===== config.mk =====
export PLATFORM = sky130hd
export DESIGN_NAME = ptek_queue
export DESIGN_NICKNAME = d
export VERILOG_FILES = /design/src/hw/rtl/ptek_pkg.sv /design/src/hw/rtl/ptek_queue.sv
export VERILOG_INCLUDE_DIRS = /design/src /design/src/hw/rtl
export SDC_FILE = /design/constraint.sdc
export NUM_CORES = 1
export LEC_CHECK = 0
export ABC_AREA = 1
export BUFFER_PORTS_ARGS = -buffer_cell sky130_fd_sc_hd__buf_4
export CAP_MARGIN = 10
export CORE_AREA = 2 2 229 456
export CTS_CLUSTER_DIAMETER = 50
export DETAILED_ROUTE_END_ITERATION = 6
export DIE_AREA = 0 0 231 458
export PLACE_DENSITY = 0.72
export SLEW_MARGIN = 30
export SYNTH_ARGS = -nofsm -noshare
export SYNTH_HDL_FRONTEND = slang
export SYNTH_SLANG_ARGS = --single-unit

===== constraint.sdc =====
create_clock -name clk -period 7.5 [get_ports clk]
set_input_delay 0.75 -clock clk [delete_from_list [all_inputs] [get_ports clk]]
set_output_delay 0.75 -clock clk [all_outputs]
set_load 0.03 [all_outputs]

===== src/hw/rtl/assert_macros.svh =====
// assertion macros shared by the rtl files
`ifndef ASSERT_MACROS_SVH
`define ASSERT_MACROS_SVH

// property must hold at every clock edge outside reset
`define ASSERT_AT(lbl, clk, rst, prop, msg) \
  lbl: assert property (@(posedge clk) disable iff (rst) prop) else $error(msg);

// expression must never be true outside reset
`define ASSERT_NEVER(lbl, clk, rst, expr, msg) \
  lbl: assert property (@(posedge clk) disable iff (rst) !(expr)) else $error(msg);

`endif


===== src/hw/rtl/ptek_pkg.sv =====
// types, constants and helpers of the triangle element kernel
package ptek_pkg;

  localparam int DIFF_W = 33;
  localparam int DET_W  = 66;
  localparam int NUM_W  = 112;
  localparam int REM_W  = DET_W + 1;
  localparam int CNT_W  = 7;

  localparam int LOAD_SHIFT = 17;
  localparam int LOAD_STEPS = 6;
  localparam logic [17:0] DIV3_MUL = 18'd174763;
  localparam logic [63:0] ONE_Q32 = 64'h0000_0001_0000_0000;
  localparam logic [63:0] SAT_MAX = 64'h7FFF_FFFF_FFFF_FFFF;
  localparam logic [63:0] SAT_MIN = 64'h8000_0000_0000_0000;
  localparam int ENTRY_SHIFT = 15;

  localparam logic [2:0] JOB_LOAD = 3'd6;

  typedef struct packed {
    logic signed [DIFF_W-1:0] p0;
    logic signed [DIFF_W-1:0] p1;
    logic signed [DIFF_W-1:0] p2;
    logic signed [DIFF_W-1:0] q0;
    logic signed [DIFF_W-1:0] q1;
    logic signed [DIFF_W-1:0] q2;
    logic [DET_W-1:0]         detmag;
    logic                     degen;
    logic [31:0]              kmag;
    logic                     kneg;
    logic [31:0]              fmag;
    logic                     fneg;
    logic [2:0]               fix;
  } elem_t;

  // upper triangle order: 00 01 02 11 12 22
  function automatic logic [1:0] job_row(input logic [2:0] j);
    case (j)
      3'd0, 3'd1, 3'd2: job_row = 2'd0;
      3'd3, 3'd4:       job_row = 2'd1;
      default:          job_row = 2'd2;
    endcase
  endfunction

  function automatic logic [1:0] job_col(input logic [2:0] j);
    case (j)
      3'd0:       job_col = 2'd0;
      3'd1, 3'd3: job_col = 2'd1;
      default:    job_col = 2'd2;
    endcase
  endfunction

endpackage


===== src/hw/rtl/ptek_queue.sv =====
// short queue of classified elements between front and back
`include "assert_macros.svh"
module ptek_queue import ptek_pkg::*; #(
  parameter int DEPTH = 4
) (
  input  logic                       clk,
  input  logic                       rst,
  input  logic                       push,
  input  elem_t                      din,
  input  logic                       pop,
  output elem_t                      dout,
  output logic [$clog2(DEPTH+1)-1:0] count
);

  localparam int PTR_W = $clog2(DEPTH);
  localparam int CW = $clog2(DEPTH + 1);

  elem_t store [DEPTH];
  logic [PTR_W-1:0] wptr, rptr;

  always_ff @(posedge clk) begin
    if (rst) begin
      wptr <= '0;
      rptr <= '0;
      count <= '0;
    end else begin
      if (push) wptr <= (wptr == PTR_W'(DEPTH - 1)) ? '0 : wptr + PTR_W'(1);
      if (pop) rptr <= (rptr == PTR_W'(DEPTH - 1)) ? '0 : rptr + PTR_W'(1);
      count <= count + CW'(push) - CW'(pop);
    end
    if (push) store[wptr] <= din;
  end

  assign dout = store[rptr];

  `ASSERT_NEVER(a_q_ovf, clk, rst, push && !pop && count == CW'(DEPTH), "queue overflow")
  `ASSERT_NEVER(a_q_udf, clk, rst, pop && count == '0, "queue underflow")
  `ASSERT_AT(a_q_hold, clk, rst, (!push && !pop) |=> $stable(count), "queue count moved")

endmodule


==> results of run 1 <==
-- metrics by stage --
| stage | worst slack, ps | std cells |
|---|---|---|
| after floorplan | 1277 | 3954 |
| after global placement | 3926 | 5787 |
| after detailed placement | 3872 | 5787 |
| after CTS | 3077 | 5984 |
| after global routing | 3033 | 5992 |
| final | 3359 | 5998 |
-- Yosys cell counts --
cell      count
ha_1          7
o211ai_1    334
o21ai_0     136
buf_4        42
a21oi_1     336
clkbuf_1     24
buf_6        41
dfxtp_1       9
nand2_1     677
o21ai_1     201
inv_1       683
buf_2       110
fa_1          1
nor2_1        9
a21oi_2       1
buf_1         6
edfxtp_1   1336
nand3_1       1
-- final cells by class --
type | instances | area (sq um)
inverters | 683 | 2579
well taps | 1344 | 1682
repair buffers | 715 | 5645
diodes | 11 | 27.53
flip-flops and latches | 1345 | 40310
clock buffers | 129 | 2833
multi-input cells | 1703 | 8572
fillers | 7517 | 39980
clock inverters | 68 | 566.8
-- worst min-delay path by stage --
stage / from / end
6_report: rst / count[1]$_SDFF_PP0_
5_1_grt: rst / count[1]$_SDFF_PP0_
4_1_cts: rst / count[1]$_SDFF_PP0_
3_5_place_dp: rptr[0]$_SDFFE_PP0P_ / flop
3_3_place_gp: rptr[0]$_SDFFE_PP0P_ / flop
2_1_floorplan: rptr[0]$_SDFFE_PP0P_ / flop
-- state kept, by name (all words and copies together) (netlist names), named ones only --
| register | flops |
|---|---|
| store | 1336 |
| rptr | 2 |
| wptr | 2 |
| count | 3 |
-- logic make-up (layout without fill, tap and decap cells) --
logic type / Yosys count / in the layout / synth area share [%]
other: 0 / 11 / 0
adders and majority gates: 8 / 8 / 0.2035
DFF: 1345 / 1345 / 76.22
buffers and inverters: 906 / 1595 / 7.572
and+or+nand+nor: 687 / 687 / 4.879
AOI/OAI and AO/OA: 1008 / 1008 / 11.13
-- power groups by stage --
stage          registers (mW)  clock network (mW)  logic [mW]
2_1_floorplan            8.91                   0        1.37
3_3_place_gp             8.86                   0        2.25
3_5_place_dp             8.87                   0        2.28
4_1_cts                  8.71                5.57        2.29
5_1_grt                  8.72                5.84        2.46
6_report                 8.70                5.45        2.28
-- cell usage in the layout, fill, tap and decap left out --
cell type,netlist,layout
buf_16,0,2
clkinv_1,0,25
buf_4,42,694
dfxtp_1,9,7
diode_2,0,11
edfxtp_1,1336,1336
dfxtp_4,0,2
bufinv_16,0,8
inv_16,0,2
o211ai_1,334,334
clkinvlp_4,0,9
a21oi_1,336,336
clkbuf_1,24,17
inv_6,0,2
clkbuf_16,0,109
inv_1,683,679
buf_12,0,19
clkinv_2,0,24
a21oi_2,1,1
o21ai_1,201,201
nor2_1,9,9
nand3_1,1,1
clkinv_4,0,2
clkbuf_8,0,3
o21ai_0,136,136
ha_1,7,7
fa_1,1,1
nand2_1,677,677
-- routing by layer --
layer	up-vias	GRT usage (%)	part of all wire, %
met5	-	0	0.17
met4	26	7.057	2.7
met3	184	9.045	11
met2	892	34.15	48
met1	14880	23.48	37
li1	14980	-	-
==> flow_summary.yaml, run 1 <==
worst_setup_path:
  critPathMaxStageDelay_ps: 680
  crit_arrival_ps: 3390
  cpMaxStageDelayCell: "dfxtp_4"
  cp-end-kind: "primary output"
  cp_top_family: "buffers and inverters"
  worstPathCellList: "buf_12 > buf_12 > buf_4 > a21oi_1 > o21ai_1 > nand2_1 > buf_4"
  start_kind: "flop"
  path_max_fanout: 215
  crit_buf_inv: 4
  reg2reg_from: "wptr[0]$_SDFFE_PP0P_"
  endpoint: "dout[111]"
  r2r_cells: 6
  timing.rr.end: "store[2][54]$_DFFE_PP_"
  path_class: "reg2out"
  cp_num_cells: 7
  rrSetupSlack_ps: 4370
  critPathRequiredTime_ps: 6750
synthesis:
  ys_seq_area_share_pct: 76.22
  yosysUniqueCellTypes: 18
  synth.avg_cell_area_sq_um: 13.37
  synthTopCellsByArea: "edfxtp_1, inv_1, nand2_1"
  synth_seq_cells: 1345
  synth_largest_type_area_fraction_pct: 75.87
  synthCells: 3954
  synth_top_cell_by_area: "edfxtp_1"
  synthesis.area_sq_um: 52870
  syn_nets: 4300
  yosys_warnings: 0
layout:
  stdcell_area_sq_um: 62210
  drive_gt1_share_pct: 18.89
  finalCoreUtilization_pct: 60.88
  fin_nets: 4902
  syn_to_final_growth_pct: 17.66
sta:
  slew_violations: 0
  hold_slack_ps: 233.6
  setup_viol: 0
  fmax_ghz: 0.2415
  fin_crit_sh_pct: 55.21
  tightest_slew_ps: 1092
  setup_tns_ps: 0
  rsz0062_at_grt: "false"
  fin_crit_ps: 4141
  fin_skew_ps: 20.53
  hold_viol: 0
  relSlewSlack_pct: 27.21
power:
  intPower_mw: 12.32
  p_sw_mw: 4.116
  pwr-share-comb_pct: 13.9
  p_leak_nw: 23.95
  ir_worst_vdd_uv: 304.6
  pwr-share-seq_pct: 53.0
  total_power_mw: 16.43
  switching_share_pct: 25.04
  power_density_nw_per_um2: 264.2
  power_frac_clock_pct: 33.2
hold_path:
  min_path_type: "in2reg"
  hold_depth: 2
clock_network:
  clock_tree.root_cell: "clkbuf_16"
  cts_hold_buffers: 0
  clock_path_buffers: 3
  clk_pin_slew_ps: 60
  cts_made_buffers: 108
  post-cts-setup-buffer-count: 0
  cts_resized: 0
  cts_sinks: 1345
  insertion_delay_ps: 690
  htree_levels: 3
  tritoncts: "built"
floorplan:
  die_w_microns: 231
  ioPinCount: 675
  initial_core_util_pct: 51.74
  die_y_microns: 458
  std_cell_rows: 166
  coreArea_sq_um: 102200
  dieArea_sq_um: 105800
place:
  dp_hpwl_microns: 68810
  gp_congestion: 0.7721
  port-buffer-count: 674
  placed_cell_area_sq_um: 58710
grt:
  grt_overflow_total: 0
  antenna_found_initial: 21
  grt_start_max_net_pins: 245
  grt_pass1_wl_microns: 166600
  grt_pass1_vias: 30080
  grt_use_total_pct: 20.51
detailed_routing:
  drc: 0
  wl_per_cell_microns: 18.43
  routed_wl_microns: 110500
  drt_iter0_drc: 1939
  via_per_inst: 5.162
  postRouteAntennaNets: 0
  num_vias: 30960
  dr.pass1.iters: 7
flow_run:
  cap_viol_max_count: 0
status:
  outcome: "finished, final reports clean"
(Power assumes the default switching activity.)
==> inputs of run 2 (changes only) <==
- ABC_AREA: 1 -> 0
- CORE_AREA: 2 2 229 456 -> 2 2 222 442
- DIE_AREA: 0 0 231 458 -> 0 0 224 444
- PLACE_DENSITY: 0.72 -> 0.71
- clock period: 7.5 -> 3.5 ns (I/O delays scaled with it)
==> run 2 against run 1 <==
  * Combinational power up 100%
  * Critical path depth shrank 4
  * Setup slack got worse by 2900 ps
  * Die area decreased by 6.0%
  * Clock power is 120% higher
  * Clock skew increased by 9.9 ps
  * Utilization is 4.1 points higher
  * Total power grew 110%
  * Flip-flop and latch count is the same
  * Critical endpoint is now dout[91]
  * Highest routed layer unchanged
==> flow_summary.yaml, run 2 <==
detailed_routing:
  num_vias: 23310
  dr.pass1.iters: 5
  postRouteAntennaNets: 0
  m1WireLength_microns: 38480
  routed_wl_microns: 108100
  drt_iter0_drc: 1612
  via_per_inst: 5.533
  drc: 0
  wl_per_cell_microns: 25.66
  highest_layer: "met5"
  wl_met2_microns: 56250
  wl_met3_microns: 9957
flow_run:
  cap_viol_max_count: 0
sta:
  setup_tns_ps: 0
  hold_viol: 0
  tightest_slew_ps: 727.5
  relSlewSlack_pct: 51.50
  fin_crit_ps: 3009
  fin_ws_ps: 490.7
  fmax_ghz: 0.3323
  fin_skew_ps: 30.46
  slew_violations: 0
  hold_slack_ps: 381.9
  setup_viol: 0
  rsz0062_at_grt: "false"
  fin_crit_sh_pct: 85.98
synthesis:
  synth-edff-count: 1336
  ys.flop_type: "edfxtp_1"
  synthTopCellsByArea: "edfxtp_1, mux4_2, buf_6"
  async_reset_ff_share_pct: 0
  ys_seq_area_share_pct: 82.88
  synthesis.area_sq_um: 48620
  synth.avg_cell_area_sq_um: 27.25
  yosys_warnings: 0
  yosysUniqueCellTypes: 17
  synthCells: 1784
  yosysMostFrequentCell: "edfxtp_1"
  syn_nets: 2130
  synthTopCellsByCount: "edfxtp_1, mux4_2, buf_2"
  synth_seq_cells: 1345
  synth_largest_type_area_fraction_pct: 82.51
  synth_top_cell_by_area: "edfxtp_1"
floorplan:
  coreArea_sq_um: 96090
  initial_core_util_pct: 50.60
  dieArea_sq_um: 99460
  die_y_microns: 444
  std_cell_rows: 161
  die_w_microns: 224
  ioPinCount: 675
status:
  outcome: "finished, final reports clean"
clock_network:
  clk_pin_slew_ps: 70
  insertion_delay_ps: 700
  clock_path_buffers: 3
  cts_made_buffers: 108
  cts_resized: 0
  htree_levels: 3
  cts_hold_buffers: 337
  cts_sinks: 1345
  clock_tree.root_cell: "clkbuf_16"
  post-cts-setup-buffer-count: 0
  tritoncts: "built"
power:
  ir_worst_vdd_uv: 562.7
  power_density_nw_per_um2: 563.5
  p_leak_nw: 21.05
grt:
  grt_overflow_total: 0
  grt_pass1_vias: 25340
  grt_pass1_wl_microns: 159300
  antenna_found_initial: 21
  grt_use_total_pct: 21.66
  grt_start_max_net_pins: 107
worst_setup_path:
  path_max_fanout: 81
  crit_arrival_ps: 2660
  critPathMaxStageDelay_ps: 620
  path_class: "reg2out"
  crit_buf_inv: 2
  cpMaxStageDelayCell: "mux4_2"
  cp_top_family: "buffers and inverters"
  worstPathCellList: "buf_12 > mux4_2 > buf_4"
  cp-end-kind: "primary output"
  start_kind: "flop"
  critPathRequiredTime_ps: 3150
layout:
  final_cells: 4213
  final_common_cell: "edfxtp_1"
  drive_gt1_share_pct: 41.26
  regMostFlops: "store"
  fin_nets: 3238
  largest_register_ffs: 1336
  syn_to_final_growth_pct: 28.39
  layout_common_cells: "edfxtp_1, buf_4, dlygate4sd3_1"
  fillers: 6031
  top_regs: "store (1336), count (3)"
place:
  port-buffer-count: 674
  gp_congestion: 0.7512
  dp_slack_ps: 1122
  place_inst: 3667
  dp_hpwl_microns: 68200
hold_path:
  min_path_type: "in2reg"
==> run 2: changes by cell type in the layout (fill, tap and decap cells not counted), sizes merged, moves of 4 or more <==
cell	delta
buf	+20
o211ai	-334
a21oi	-335
clkinv	-14
nor2	-5
clkbuf	+8
nand2	-677
dlygate4sd3	+337
o21ai	-337
mux4	+334
bufinv	+4
inv	-673
and2	+4
==> run 2: metal layers <==
metal,global-route usage (%),vias to the layer above
met5,0,-
met4,7.735,22
met3,7.411,194
met2,37.12,928
met1,25.39,12190
li1,-,9979
==> run 2: worst paths after layout <==
path / start / to / slack (ps) / cells after the start
max: flop / dout[91] / 490 / 3
min: din[185] / store[0][185]$_DFFE_PP_ / 380 / 2
max reg2reg: wptr[0]$_SDFFE_PP0P_ / store[2][41]$_DFFE_PP_ / 1390 / 4
min reg2reg: wptr[0]$_SDFFE_PP0P_ / wptr[0]$_SDFFE_PP0P_ / 530 / 2
==> run 2: worst register-to-register path, delay by kind of cell, from the launching register on <==
family / cells / cell delay (ps)
simple gates: 1 / 610
buf+inv: 2 / 560
flops: 1 / 350
fa+ha+maj: 1 / 140
==> run 2: cell type report <==
cell class / count / area [sq um] / share of cell area (%)
flip-flops and latches: 1345 / 40310 / 64.57
repair buffers: 1072 / 9266 / 14.84
multi-input cells: 360 / 7769 / 12.44
clock buffers: 137 / 2821 / 4.520
well taps: 1222 / 1529 / 2.449
clock inverters: 62 / 689.4 / 1.104
diodes: 10 / 25.02 / 0.04009
inverters: 5 / 18.77 / 0.03006
==> run 2: through the flow <==
step                      utilization, %  total power, mW  cell area [sq um]
after floorplan                        -            21.34              48630
after global placement             57.78            23.05              55520
after detailed placement           57.78            23.16              55520
after CTS                          64.94            35.47              62400
after global routing               64.97            36.23              62420
final                              64.97            35.18              62420
==> run 2: kinds of logic after synthesis <==
group	after synthesis	synth area share, %
fa+ha+maj	8	0.2213
compound gates	2	0.02059
mux	336	15.51
simple gates	13	0.1570
flops	1345	82.88
buf+inv	79	1.163
xor+xnor	1	0.04632
==> run 2: power by group <==
group | internal (mW) | switching, mW | total [mW] | leakage [nW]
registers | 18.4 | 0.166 | 18.6 | 12.3
clock network | 6.63 | 5.42 | 12.1 | 1.68
logic | 1.97 | 2.60 | 4.57 | 7.02
==> inputs of run 3 (changes only) <==
- CELL_PAD_IN_SITES_DETAIL_PLACEMENT: unset -> 1
- CELL_PAD_IN_SITES_GLOBAL_PLACEMENT: unset -> 1
- CORE_AREA: 2 2 222 442 -> 2 2 233 465
- DIE_AREA: 0 0 224 444 -> 0 0 235 467
- PLACE_DENSITY: 0.71 -> 0.73
==> run 3 against run 2 <==
  * Utilization shrank 5.7 points
  * Final area grew 0.58%
  * Sequential power is essentially flat
  * Setup slack lost 65 ps
  * Clock-buffer cell count shrank 3
  * Highest routed layer unchanged
  * Largest power group unchanged
  * Final cell count grew 4.1%
  * Maximum frequency shrank 2.1%
  * Non-clock buffer count grew 1
  * Sequential share of layout area shrank 0.37 points
  * Flip-flop and latch count is the same
  * Critical path type unchanged
==> flow_summary.yaml, run 3 (same netlist as run 2, synthesis figures left out) <==
layout:
  finalCoreUtilization_pct: 59.27
  regMostFlops: "store"
  final_common_cell: "edfxtp_1"
  layout_common_cells: "edfxtp_1, buf_4, dlygate4sd3_1"
  largest_register_ffs: 1336
  final_cells: 4386
  drive_gt1_share_pct: 41.54
  fillers: 8631
  syn_to_final_growth_pct: 29.13
  top_regs: "store (1336), count (3)"
  fin_nets: 3245
detailed_routing:
  routed_wl_microns: 125900
  drt_iter0_drc: 1582
  via_per_inst: 5.451
  dr.pass1.iters: 5
  drc: 0
  wl_per_cell_microns: 28.71
  postRouteAntennaNets: 0
  num_vias: 23910
grt:
  grt_pass1_vias: 26930
  grt_start_max_net_pins: 85
  grt_overflow_total: 0
  grt_use_total_pct: 22.96
  antenna_found_initial: 29
  grt_pass1_wl_microns: 184900
clock_network:
  clock_tree.root_cell: "clkbuf_16"
  htree_levels: 3
  clk_pin_slew_ps: 70
  cts_sinks: 1345
  tritoncts: "built"
  clock_path_buffers: 3
  cts_made_buffers: 114
  insertion_delay_ps: 730
power:
  switching_share_pct: 24.60
  ir_worst_vdd_uv: 461.6
  pwr-share-seq_pct: 52.1
  p_leak_nw: 21.14
  pwr-share-comb_pct: 13.1
  power_density_nw_per_um2: 568.7
  intPower_mw: 26.92
  power_frac_clock_pct: 34.8
  p_sw_mw: 8.783
sta:
  rsz0062_at_grt: "false"
  hold_slack_ps: 368.0
  relSlewSlack_pct: 37.76
  setup_viol: 0
  tightest_slew_ps: 933.7
  fin_crit_ps: 3074
  fin_crit_sh_pct: 87.82
  hold_viol: 0
  fmax_ghz: 0.3253
  slew_violations: 0
  fin_skew_ps: 19.41
  setup_tns_ps: 0
worst_setup_path:
  crit_arrival_ps: 2720
  path_class: "reg2out"
  critPathRequiredTime_ps: 3150
  rrSetupSlack_ps: 1270
  cp-end-kind: "primary output"
  start_kind: "flop"
  path_max_fanout: 79
floorplan:
  die_w_microns: 235
  std_cell_rows: 169
  initial_core_util_pct: 45.90
  coreArea_sq_um: 105900
  ioPinCount: 675
  dieArea_sq_um: 109700
  die_y_microns: 467
status:
  outcome: "finished, final reports clean"
place:
  port-buffer-count: 674
  gp_congestion: 0.7648
  place_inst: 3814
  dp_hpwl_microns: 76140
flow_run:
  cap_viol_max_count: 0
hold_path:
  min_path_type: "in2reg"
-- run 3: cell types whose count changed in the layout (fill, tap and decap cells not counted), moves of 3 or more --
cell / previous run / this run
clkbuf_1: 28 / 19
clkinv_2: 14 / 21
clkinv_4: 1 / 5
bufinv_16: 12 / 6
clkinv_1: 18 / 28
inv_8: 0 / 3
diode_2: 10 / 21
clkbuf_16: 108 / 115
-- run 3: critical path, cell delays in order, from the launching register on --
cell and delay (ps):
dfxtp_4 770, buf_12 420, mux4_2 430, buf_4 200
-- run 3: through the flow --
stage / instance area [sq um] / total power [mW] / setup slack, ps
6_report: 62790 / 35.71 / 426.1
5_1_grt: 62770 / 36.78 / 265.8
3_3_place_gp: 55730 / 23.10 / 1157
4_1_cts: 62740 / 35.89 / 292.8
3_5_place_dp: 55730 / 23.26 / 1117
2_1_floorplan: 48630 / 21.34 / 193.1
-- run 3: final cells by class --
type / instances / area [sq um] / area share [%]
Timing Repair Buffer: 1073 / 9299 / 14.81
Sequential cell: 1345 / 40310 / 64.19
Antenna cell: 21 / 52.55 / 0.08370
Clock buffer: 134 / 2949 / 4.697
Inverter: 5 / 18.77 / 0.02989
Multi-Input combinational cell: 360 / 7769 / 12.37
Clock inverter: 80 / 681.9 / 1.086
Tap cell: 1368 / 1712 / 2.726
-- run 3: power groups by stage --
stage          sequential, mW  clock [mW]  combinational, mW
6_report                 18.6        12.4               4.68
5_1_grt                  18.6        13.2               4.91
4_1_cts                  18.6        12.6               4.69
3_5_place_dp             18.9           0               4.33
3_3_place_gp             18.9           0               4.24
2_1_floorplan            18.9           0               2.44
-- run 3: timing repair --
item                      4_1_cts  5_1_grt
hold endpoints to repair     1345        0
gates resized for setup         0        0
setup buffers                   0        0
hold buffers                  337        0
-- run 3: routing by layer --
metal  vias to the layer above  part of all wire [%]  track usage [%]
met5                         -                  0.12                0
met2                      1072                    52            39.39
met3                       172                   9.2            7.379
met4                        24                   2.0            6.406
li1                      10040                     -                -
met1                     12600                    37            28.02
-- run 3: worst paths after layout --
path / from / endpoint / cells past startpoint
worst max-delay path: flop / dout[50] / 3
worst min-delay path: din[7] / store[2][7]$_DFFE_PP_ / 2
worst max register to register: wptr[1]$_SDFFE_PP0P_ / store[1][64]$_DFFE_PP_ / 4
worst min register to register: rptr[0]$_SDFFE_PP0P_ / flop / 2
